===== src/rtl/rational_add_multiply_reduce_defines.svh =====
// assertion macros for the rational add/multiply block
`ifndef RATIONAL_ADD_MULTIPLY_REDUCE_DEFINES_SVH
`define RATIONAL_ADD_MULTIPLY_REDUCE_DEFINES_SVH

`ifndef SYNTH

// antecedent implies consequent in the same cycle
`define RAMR_ASSERT_IMPL(label, clk, rst_n, ante, cons) \
    label: assert property (@(posedge clk) disable iff (!rst_n) (ante) |-> (cons)) \
        else $error("ramr: same-cycle check failed");

// antecedent implies consequent in the next cycle
`define RAMR_ASSERT_NEXT(label, clk, rst_n, ante, cons) \
    label: assert property (@(posedge clk) disable iff (!rst_n) (ante) |=> (cons)) \
        else $error("ramr: next-cycle check failed");

`else

`define RAMR_ASSERT_IMPL(label, clk, rst_n, ante, cons)
`define RAMR_ASSERT_NEXT(label, clk, rst_n, ante, cons)

`endif

`endif


===== src/rtl/ramr_pkg.sv =====
`timescale 1ns / 1ps

package ramr_pkg;

    // operand width default and fixed result widths
    localparam int OPERAND_WIDTH_DEF = 16;
    localparam int NUM_OUT_W         = 33;
    localparam int DEN_OUT_W         = 32;

    // operation select codes
    localparam logic MODE_ADD = 1'b0;
    localparam logic MODE_MUL = 1'b1;

    // sequencer states of the top level
    typedef enum logic [3:0] {
        ST_IDLE,
        ST_MUL_A,
        ST_MUL_B,
        ST_MUL_C,
        ST_EUC_INIT,
        ST_EUC_CHK,
        ST_EUC_WAIT,
        ST_WAIT_NUM,
        ST_DIV_DEN,
        ST_WAIT_DEN,
        ST_DONE
    } ramr_state_t;

    // divider states
    typedef enum logic [1:0] {
        DIV_IDLE,
        DIV_RUN,
        DIV_FIX
    } div_state_t;

    // divider status toward the sequencer
    typedef struct packed {
        logic busy;
        logic done;
    } div_stat_t;

endpackage


===== src/rtl/ramr_mul.sv =====
`timescale 1ns / 1ps

module ramr_mul #(
    parameter int OPERAND_WIDTH = ramr_pkg::OPERAND_WIDTH_DEF
) (
    input  logic                             clk,
    input  logic signed [OPERAND_WIDTH-1:0]  a,
    input  logic signed [OPERAND_WIDTH-1:0]  b,
    output logic signed [2*OPERAND_WIDTH-1:0] p
);

    localparam int PROD_W = 2 * OPERAND_WIDTH;

    logic signed [PROD_W-1:0] p_reg;
    logic signed [PROD_W-1:0] p_next;

    // full-width signed product
    assign p_next = PROD_W'(a) * PROD_W'(b);

    // product register
    always_ff @(posedge clk)
    begin
        p_reg <= p_next;
    end

    assign p = p_reg;

endmodule


===== src/rtl/ramr_div.sv =====
`timescale 1ns / 1ps

module ramr_div #(
    parameter int RAW_W = 33
) (
    input  logic                    clk,
    input  logic                    rst_n,
    input  logic                    start,
    input  logic signed [RAW_W-1:0] dividend,
    input  logic signed [RAW_W-1:0] divisor,
    output logic signed [RAW_W-1:0] quo,
    output logic signed [RAW_W-1:0] rem,
    output ramr_pkg::div_stat_t     stat
);

    localparam int CNT_W = $clog2(RAW_W + 1);

    ramr_pkg::div_state_t state_reg;
    ramr_pkg::div_state_t state_next;

    logic [CNT_W-1:0]        cnt_reg;
    logic                    done_reg;
    logic [RAW_W-1:0]        part_reg;
    logic [RAW_W-1:0]        dvd_reg;
    logic [RAW_W-1:0]        dvs_reg;
    logic                    neg_q_reg;
    logic                    neg_r_reg;
    logic signed [RAW_W-1:0] quo_reg;
    logic signed [RAW_W-1:0] rem_reg;

    logic [RAW_W-1:0] abs_dividend;
    logic [RAW_W-1:0] abs_divisor;
    logic [RAW_W:0]   cand;
    logic [RAW_W:0]   diff;
    logic             ge;

    // magnitudes of the operands
    assign abs_dividend = dividend[RAW_W-1] ? (RAW_W'(0) - dividend) : dividend;
    assign abs_divisor  = divisor[RAW_W-1] ? (RAW_W'(0) - divisor) : divisor;

    // one restoring step: shift in next dividend bit, trial subtract
    assign cand = {part_reg, dvd_reg[RAW_W-1]};
    assign diff = cand - {1'b0, dvs_reg};
    assign ge   = ~diff[RAW_W];

    // next state
    always_comb
    begin
        state_next = state_reg;
        case (state_reg)
            ramr_pkg::DIV_IDLE:
            begin
                if (start)
                begin
                    state_next = ramr_pkg::DIV_RUN;
                end
            end
            ramr_pkg::DIV_RUN:
            begin
                if (cnt_reg == CNT_W'(1))
                begin
                    state_next = ramr_pkg::DIV_FIX;
                end
            end
            ramr_pkg::DIV_FIX:
            begin
                state_next = ramr_pkg::DIV_IDLE;
            end
            default:
            begin
                state_next = ramr_pkg::DIV_IDLE;
            end
        endcase
    end

    // control registers
    always_ff @(posedge clk or negedge rst_n)
    begin
        if (!rst_n)
        begin
            state_reg <= ramr_pkg::DIV_IDLE;
            done_reg  <= 1'b0;
        end
        else
        begin
            state_reg <= state_next;
            done_reg  <= (state_reg == ramr_pkg::DIV_FIX);
        end
    end

    // datapath registers
    always_ff @(posedge clk)
    begin
        case (state_reg)
            ramr_pkg::DIV_IDLE:
            begin
                if (start)
                begin
                    part_reg  <= '0;
                    dvd_reg   <= abs_dividend;
                    dvs_reg   <= abs_divisor;
                    neg_q_reg <= dividend[RAW_W-1] ^ divisor[RAW_W-1];
                    neg_r_reg <= dividend[RAW_W-1];
                    cnt_reg   <= CNT_W'(RAW_W);
                end
            end
            ramr_pkg::DIV_RUN:
            begin
                part_reg <= ge ? diff[RAW_W-1:0] : cand[RAW_W-1:0];
                dvd_reg  <= {dvd_reg[RAW_W-2:0], ge};
                cnt_reg  <= cnt_reg - CNT_W'(1);
            end
            ramr_pkg::DIV_FIX:
            begin
                // apply truncating signs
                quo_reg <= neg_q_reg ? (RAW_W'(0) - dvd_reg) : dvd_reg;
                rem_reg <= neg_r_reg ? (RAW_W'(0) - part_reg) : part_reg;
            end
            default:
            begin
                part_reg <= part_reg;
            end
        endcase
    end

    assign quo       = quo_reg;
    assign rem       = rem_reg;
    assign stat.busy = (state_reg != ramr_pkg::DIV_IDLE);
    assign stat.done = done_reg;

endmodule


===== src/rtl/rational_add_multiply_reduce.sv =====
`timescale 1ns / 1ps

// Adds (mode 0) or multiplies (mode 1) two signed fractions and reduces the
// result by a signed Euclidean divisor, truncating remainders and quotients.
// Input channel: in_valid/in_stall with mode and the four operand fields;
// a transfer happens when in_valid is high and in_stall is low.
// Output channel: out_valid/out_stall with res_num, res_den, zero_divisor;
// zero_divisor is set (and both parts are zero) when both raw parts are zero.
// One item at a time: in_stall stays high from a transfer until the result
// is loaded into the output register. With R = min(2*OPERAND_WIDTH+1, 64)
// the shared restoring divider works on R-bit raw values and serves every
// Euclid step as well as both final quotients.
// Three products go through one registered multiplier first.
// A new item can be taken while a result waits in the output register; the
// next result then waits until out_stall drops.
// Reset (rst_n low, asynchronous) empties the output and returns to idle.

`include "rational_add_multiply_reduce_defines.svh"

module rational_add_multiply_reduce #(
    parameter int OPERAND_WIDTH = ramr_pkg::OPERAND_WIDTH_DEF
) (
    input  logic                                  clk,
    input  logic                                  rst_n,
    input  logic                                  in_valid,
    output logic                                  in_stall,
    input  logic                                  mode,
    input  logic signed [OPERAND_WIDTH-1:0]       lhs_num,
    input  logic signed [OPERAND_WIDTH-1:0]       lhs_den,
    input  logic signed [OPERAND_WIDTH-1:0]       rhs_num,
    input  logic signed [OPERAND_WIDTH-1:0]       rhs_den,
    output logic                                  out_valid,
    input  logic                                  out_stall,
    output logic signed [ramr_pkg::NUM_OUT_W-1:0] res_num,
    output logic signed [ramr_pkg::DEN_OUT_W-1:0] res_den,
    output logic                                  zero_divisor
);

    localparam int W      = OPERAND_WIDTH;
    localparam int PROD_W = 2 * W;
    localparam int RAW_W  = (2 * W + 1 > 64) ? 64 : 2 * W + 1;
    localparam int NUM_W  = ramr_pkg::NUM_OUT_W;
    localparam int DEN_W  = ramr_pkg::DEN_OUT_W;

    ramr_pkg::ramr_state_t state_reg;
    ramr_pkg::ramr_state_t state_next;

    // latched operands
    logic                    mode_reg;
    logic signed [W-1:0]     lhs_num_reg;
    logic signed [W-1:0]     lhs_den_reg;
    logic signed [W-1:0]     rhs_num_reg;
    logic signed [W-1:0]     rhs_den_reg;

    // raw fraction, euclid pair and quotients
    logic signed [RAW_W-1:0] num_reg;
    logic signed [RAW_W-1:0] den_reg;
    logic signed [RAW_W-1:0] x_reg;
    logic signed [RAW_W-1:0] y_reg;
    logic signed [RAW_W-1:0] numq_reg;
    logic signed [RAW_W-1:0] denq_reg;
    logic                    err_reg;

    // output register
    logic                    out_valid_reg;
    logic signed [NUM_W-1:0] res_num_reg;
    logic signed [DEN_W-1:0] res_den_reg;
    logic                    zero_divisor_reg;

    // shared units
    logic signed [W-1:0]      mul_a;
    logic signed [W-1:0]      mul_b;
    logic signed [PROD_W-1:0] prod;
    logic signed [RAW_W-1:0]  prod_raw;
    logic                     div_start;
    logic signed [RAW_W-1:0]  div_a;
    logic signed [RAW_W-1:0]  div_b;
    logic signed [RAW_W-1:0]  div_quo;
    logic signed [RAW_W-1:0]  div_rem;
    ramr_pkg::div_stat_t      div_stat;

    logic in_xfer;
    logic out_free;

    assign in_xfer  = in_valid && !in_stall;
    assign out_free = !out_valid_reg || !out_stall;
    assign prod_raw = RAW_W'(prod);

    ramr_mul #(
        .OPERAND_WIDTH(W)
    ) u_mul (
        .clk(clk),
        .a  (mul_a),
        .b  (mul_b),
        .p  (prod)
    );

    ramr_div #(
        .RAW_W(RAW_W)
    ) u_div (
        .clk     (clk),
        .rst_n   (rst_n),
        .start   (div_start),
        .dividend(div_a),
        .divisor (div_b),
        .quo     (div_quo),
        .rem     (div_rem),
        .stat    (div_stat)
    );

    // next state
    always_comb
    begin
        state_next = state_reg;
        case (state_reg)
            ramr_pkg::ST_IDLE:
            begin
                if (in_xfer)
                begin
                    state_next = ramr_pkg::ST_MUL_A;
                end
            end
            ramr_pkg::ST_MUL_A:    state_next = ramr_pkg::ST_MUL_B;
            ramr_pkg::ST_MUL_B:    state_next = ramr_pkg::ST_MUL_C;
            ramr_pkg::ST_MUL_C:    state_next = ramr_pkg::ST_EUC_INIT;
            ramr_pkg::ST_EUC_INIT: state_next = ramr_pkg::ST_EUC_CHK;
            ramr_pkg::ST_EUC_CHK:
            begin
                if (y_reg != '0)
                begin
                    state_next = ramr_pkg::ST_EUC_WAIT;
                end
                else if (x_reg == '0)
                begin
                    state_next = ramr_pkg::ST_DONE;
                end
                else
                begin
                    state_next = ramr_pkg::ST_WAIT_NUM;
                end
            end
            ramr_pkg::ST_EUC_WAIT:
            begin
                if (div_stat.done)
                begin
                    state_next = ramr_pkg::ST_EUC_CHK;
                end
            end
            ramr_pkg::ST_WAIT_NUM:
            begin
                if (div_stat.done)
                begin
                    state_next = ramr_pkg::ST_DIV_DEN;
                end
            end
            ramr_pkg::ST_DIV_DEN:  state_next = ramr_pkg::ST_WAIT_DEN;
            ramr_pkg::ST_WAIT_DEN:
            begin
                if (div_stat.done)
                begin
                    state_next = ramr_pkg::ST_DONE;
                end
            end
            ramr_pkg::ST_DONE:
            begin
                if (out_free)
                begin
                    state_next = ramr_pkg::ST_IDLE;
                end
            end
            default:               state_next = ramr_pkg::ST_IDLE;
        endcase
    end

    // unit operand selection
    always_comb
    begin
        mul_a     = lhs_den_reg;
        mul_b     = rhs_den_reg;
        div_start = 1'b0;
        div_a     = x_reg;
        div_b     = y_reg;
        case (state_reg)
            ramr_pkg::ST_MUL_A:
            begin
                mul_a = lhs_num_reg;
                mul_b = (mode_reg == ramr_pkg::MODE_MUL) ? rhs_num_reg : rhs_den_reg;
            end
            ramr_pkg::ST_MUL_B:
            begin
                mul_a = rhs_num_reg;
                mul_b = lhs_den_reg;
            end
            ramr_pkg::ST_EUC_CHK:
            begin
                // next remainder step, or the numerator once the divisor is known
                if (y_reg != '0)
                begin
                    div_start = 1'b1;
                end
                else if (x_reg != '0)
                begin
                    div_start = 1'b1;
                    div_a     = num_reg;
                    div_b     = x_reg;
                end
            end
            ramr_pkg::ST_DIV_DEN:
            begin
                div_start = 1'b1;
                div_a     = den_reg;
                div_b     = x_reg;
            end
            default:
            begin
                div_start = 1'b0;
            end
        endcase
    end

    // control registers
    always_ff @(posedge clk or negedge rst_n)
    begin
        if (!rst_n)
        begin
            state_reg     <= ramr_pkg::ST_IDLE;
            out_valid_reg <= 1'b0;
        end
        else
        begin
            state_reg <= state_next;
            if (state_reg == ramr_pkg::ST_DONE && out_free)
            begin
                out_valid_reg <= 1'b1;
            end
            else if (!out_stall)
            begin
                out_valid_reg <= 1'b0;
            end
        end
    end

    // datapath registers
    always_ff @(posedge clk)
    begin
        case (state_reg)
            ramr_pkg::ST_IDLE:
            begin
                if (in_xfer)
                begin
                    mode_reg    <= mode;
                    lhs_num_reg <= lhs_num;
                    lhs_den_reg <= lhs_den;
                    rhs_num_reg <= rhs_num;
                    rhs_den_reg <= rhs_den;
                end
            end
            ramr_pkg::ST_MUL_B:
            begin
                num_reg <= prod_raw;
            end
            ramr_pkg::ST_MUL_C:
            begin
                // cross sum wraps at the raw width
                if (mode_reg == ramr_pkg::MODE_ADD)
                begin
                    num_reg <= num_reg + prod_raw;
                end
            end
            ramr_pkg::ST_EUC_INIT:
            begin
                den_reg <= prod_raw;
                x_reg   <= num_reg;
                y_reg   <= prod_raw;
            end
            ramr_pkg::ST_EUC_CHK:
            begin
                err_reg <= (y_reg == '0) && (x_reg == '0);
            end
            ramr_pkg::ST_EUC_WAIT:
            begin
                if (div_stat.done)
                begin
                    x_reg <= y_reg;
                    y_reg <= div_rem;
                end
            end
            ramr_pkg::ST_WAIT_NUM:
            begin
                if (div_stat.done)
                begin
                    numq_reg <= div_quo;
                end
            end
            ramr_pkg::ST_WAIT_DEN:
            begin
                if (div_stat.done)
                begin
                    denq_reg <= div_quo;
                end
            end
            ramr_pkg::ST_DONE:
            begin
                if (out_free)
                begin
                    res_num_reg      <= err_reg ? '0 : NUM_W'(numq_reg);
                    res_den_reg      <= err_reg ? '0 : DEN_W'(denq_reg);
                    zero_divisor_reg <= err_reg;
                end
            end
            default:
            begin
                err_reg <= err_reg;
            end
        endcase
    end

    assign in_stall     = (state_reg != ramr_pkg::ST_IDLE);
    assign out_valid    = out_valid_reg;
    assign res_num      = res_num_reg;
    assign res_den      = res_den_reg;
    assign zero_divisor = zero_divisor_reg;

    // checks
    `RAMR_ASSERT_NEXT(a_busy_after_xfer, clk, rst_n, in_xfer, in_stall)
    `RAMR_ASSERT_IMPL(a_div_free_at_start, clk, rst_n, div_start, !div_stat.busy)
    `RAMR_ASSERT_IMPL(a_div_nonzero, clk, rst_n, div_start, div_b != '0)
    `RAMR_ASSERT_IMPL(a_zero_result, clk, rst_n, out_valid_reg && zero_divisor_reg,
                      res_num_reg == '0 && res_den_reg == '0)

endmodule

===== config.mk =====
export PLATFORM = sky130hd
export DESIGN_NAME = rational_add_multiply_reduce
export DESIGN_NICKNAME = d
export VERILOG_FILES = /design/src/rtl/ramr_pkg.sv /design/src/rtl/ramr_mul.sv /design/src/rtl/ramr_div.sv /design/src/rtl/rational_add_multiply_reduce.sv
export VERILOG_INCLUDE_DIRS = /design/src /design/src/rtl
export SDC_FILE = /design/constraint.sdc
export NUM_CORES = 2
export LEC_CHECK = 0
export BUFFER_PORTS_ARGS = -buffer_cell sky130_fd_sc_hd__buf_2
export CAP_MARGIN = 40
export CORE_MARGIN = 3
export CORE_UTILIZATION = 45
export CTS_CLUSTER_SIZE = 10
export DETAILED_ROUTE_END_ITERATION = 10
export PLACE_DENSITY = 0.69
export SETUP_SLACK_MARGIN = 0.02
export SKIP_LAST_GASP = 1
export SLEW_MARGIN = 40
export SYNTH_ARGS = -nofsm -noshare
export SYNTH_HDL_FRONTEND = slang
export SYNTH_SLANG_ARGS = --single-unit

===== constraint.sdc =====
create_clock -name clk -period 23.2 [get_ports clk]
set_input_delay 2.32 -clock clk [delete_from_list [all_inputs] [get_ports clk]]
set_output_delay 2.32 -clock clk [all_outputs]
set_load 0.01 [all_outputs]

==> results.txt <==
Status -> finished, final reports clean
Netlist cell types -> 80
Met3 Track Usage GR -> 0.0328
CTS tree -> done
Synth Net Count -> 3765
Layout cell share with drive strength beyond 1 -> 0.110
Clk_lat worst skew -> 630 ps
Synth warn -> 0
Reg2Reg Launch Point -> state_reg[0]
Filler instances -> 7000
Bufs on Longest Clock Path -> 3
Sink Count -> 541
Fin area -> 40400 µm²
Unrepaired setup endpoints after global routing -> false
Rel. slew slack -> 0.439
Minimum clock period -> 8210 ps
# diodes -> 0
Cells after DPL -> 4386
Routed WL -> 84600 µm
GRT busiest layer -> met2
DP Area -> 38400 µm²
Most frequent CP cell -> fa_1
Finished Layout Cells -> 4494
Max Cap Viol -> 0
# IOs -> 137
Largest net degree at the start of global routing -> 77
Pre-CTS WS -> 15010 ps
Clock transition at the registers of the reported paths -> 60 ps
Vias per cell -> 5.42
Post-synth EDFFs -> 501
Largest area contributor in the netlist -> edfxtp_1
Tot GR Track Use -> 0.203
Critical Path RT -> 23680 ps
Max Fclk -> 122 MHz
Starting Density -> 0.456
Mean Syn Cell Area -> 11.1 µm²
Post-Synthesis Cell Area -> 36200 µm²
Post-CTS sizing -> 0
Via count -> 24400
Die X -> 290 µm
Syn Inst Count -> 3279
Setup_tns -> 0 ps
Slew @ Worst Pin -> 841 ps
Placer Congestion -> 0.933
Type of origin of the critical path -> flip-flop
Post-route ant nets -> 0
Final hold vios -> 0
CP startpoint -> state_reg[0]
H-tree depth -> 3
Final WS setup -> 14990 ps
Crit path kind -> flip-flop to flip-flop
First-pass GRT wire length -> 134000 µm
Global route overflow -> 0
Final max-slew violation count -> 0
Worst reg2reg path depth -> 25
Register area share after synthesis -> 0.438
Met2 GRT Util -> 0.327
Slowest cell delay on critical path -> 720 ps
Die H -> 290 µm
Crit path capture -> u_mul.p[31]
Area growth from synthesis to layout -> 11.5%
Post-CTS Hold Buffers -> 0
Initial antenna violation count -> 1
Area contributors post-synth -> edfxtp_1, fa_1, ha_1
Routed len/inst -> 18.8 µm
Post-synth ARST share -> 0.0148
Routing usage on met1 -> 0.285
Top FF cell, synth -> edfxtp_1
Crit share post-route -> 0.354
Initial DRC Count -> 1695
# setup viols final -> 0
Max rail drop VDD -> 0.0000535 V
Setup slack, reg-to-reg -> 14990 ps
Core Area -> 79400 µm²
HPWL after DPL -> 63800 µm
Leak Pwr -> 16.4 nW
Nets -> 3893
CP arrival -> 8690 ps
Crit path capture type -> flip-flop
Post-route DRC -> 0
I/O Buffers -> 136
Worst R2R End -> u_mul.p[31]
Fin Hold WS -> 424 ps
Pre-antenna DRT Iters -> 5
Synth Register Bits -> 541
Yosys top cell area share -> 0.415
Worst Hold Class -> flip-flop to flip-flop
Max Clock Skew -> 39.8 ps
Clock root cell -> clkbuf_16
Vias in the first global route -> 24100
Placement Rows -> 103
Post-CTS setup buffers -> 0
Power per cell area -> 49.9 nW/µm²
DIE AREA -> 84000 µm²
Slowest cell on crit path -> and3_1
TritonCTS Buffers -> 66
CP max FO -> 16
-- placed cells by master, fill, tap and decap left out, types with 26 or more instances in the layout --
cell type,netlist,final
inv_1,363,363
nand2b_1,32,32
xnor2_1,133,133
ha_1,153,153
buf_4,2,36
and2_1,28,28
mux2i_1,66,66
clkbuf_16,0,66
xor2_1,85,85
a21oi_1,111,110
nor2b_1,79,77
a21o_1,34,34
and3_1,44,43
nand2_1,330,329
mux2_2,65,65
buf_2,11,139
nor2_1,257,253
edfxtp_1,501,501
dfxtp_1,32,32
a22oi_1,32,32
fa_1,264,264
o31ai_1,26,26
o21ai_0,134,134
or3_1,30,30
nor3_1,51,47
-- cell type report --
class	count	area [µm²]	share of cell area
Clock buffer	91	1750	0.0432
Inverter	363	1360	0.0337
Tap cell	1050	1310	0.0325
Clock inverter	14	250	0.00619
Timing Repair Buffer	187	1180	0.0292
Sequential cell	541	15900	0.393
Multi-Input combinational cell	2248	18700	0.462
-- metrics by stage --
stage | power [mW] | util
2_1_floorplan | 1.08 | -
3_3_place_gp | 1.09 | 0.480
3_5_place_dp | 1.09 | 0.483
4_1_cts | 2.04 | 0.508
5_1_grt | 2.08 | 0.509
6_report | 2.02 | 0.509
-- cell usage after synthesis, drive strengths merged (26+ instances only) --
| cell | number |
|---|---|
| nand2 | 330 |
| fa | 264 |
| o21ai | 143 |
| and2 | 33 |
| nor3 | 51 |
| nor2 | 257 |
| a221oi | 26 |
| mux2i | 66 |
| edfxtp | 501 |
| or3 | 30 |
| a21o | 34 |
| inv | 363 |
| xnor2 | 133 |
| a22oi | 32 |
| ha | 153 |
| a21oi | 111 |
| xor2 | 85 |
| mux2 | 65 |
| nor2b | 79 |
| and3 | 44 |
| clkbuf | 108 |
| o31ai | 26 |
| nand2b | 32 |
| dfxtp | 32 |
-- critical path, delay by kind of cell (launching register included) --
kind / cells / cell delay (ps)
AOI/OAI and AO/OA: 9 / 2020
adders and majority gates: 7 / 3310
xor gates and xnor gates: 1 / 130
buffers and inverters: 3 / 140
DFF: 1 / 650
and+or+nand+nor: 5 / 1830
-- kinds of logic after synthesis --
logic type | count (synthesis) | synth area share
multiplexers | 131 | 0.0384
AO/OA/AOI/OAI | 513 | 0.0920
adder cells (fa/ha/maj) | 417 | 0.199
flip-flops | 541 | 0.438
AND/OR/NAND/NOR | 969 | 0.128
buffers and inverters | 490 | 0.0518
XOR/XNOR | 218 | 0.0527
-- report_power, final --
part / switching, mW / total [mW] / leakage (nW) / internal (mW)
Combinational: 0.00579 / 0.0140 / 10.6 / 0.00819
Sequential: 0.000406 / 1.05 / 4.81 / 1.05
Clock: 0.405 / 0.950 / 0.950 / 0.545
-- layer usage --
metal	part of all wire	up-vias
met2	0.46	740
met3	0.057	147
li1	-	11600
met1	0.45	11900
met5	0	-
met4	0.029	0
-- worst min path at each step --
stage,endpoint,slack (ps),depth (start not counted),start
after detailed placement,numq_reg[32],400,0,u_div.quo[32]
final,numq_reg[32],420,0,u_div.quo[32]
after global placement,numq_reg[32],410,0,u_div.quo[32]
after CTS,numq_reg[32],420,0,u_div.quo[32]
after floorplan,numq_reg[32],400,0,u_div.quo[32]
after global routing,numq_reg[32],440,0,u_div.quo[32]
Power figures use the tool's default switching activity.
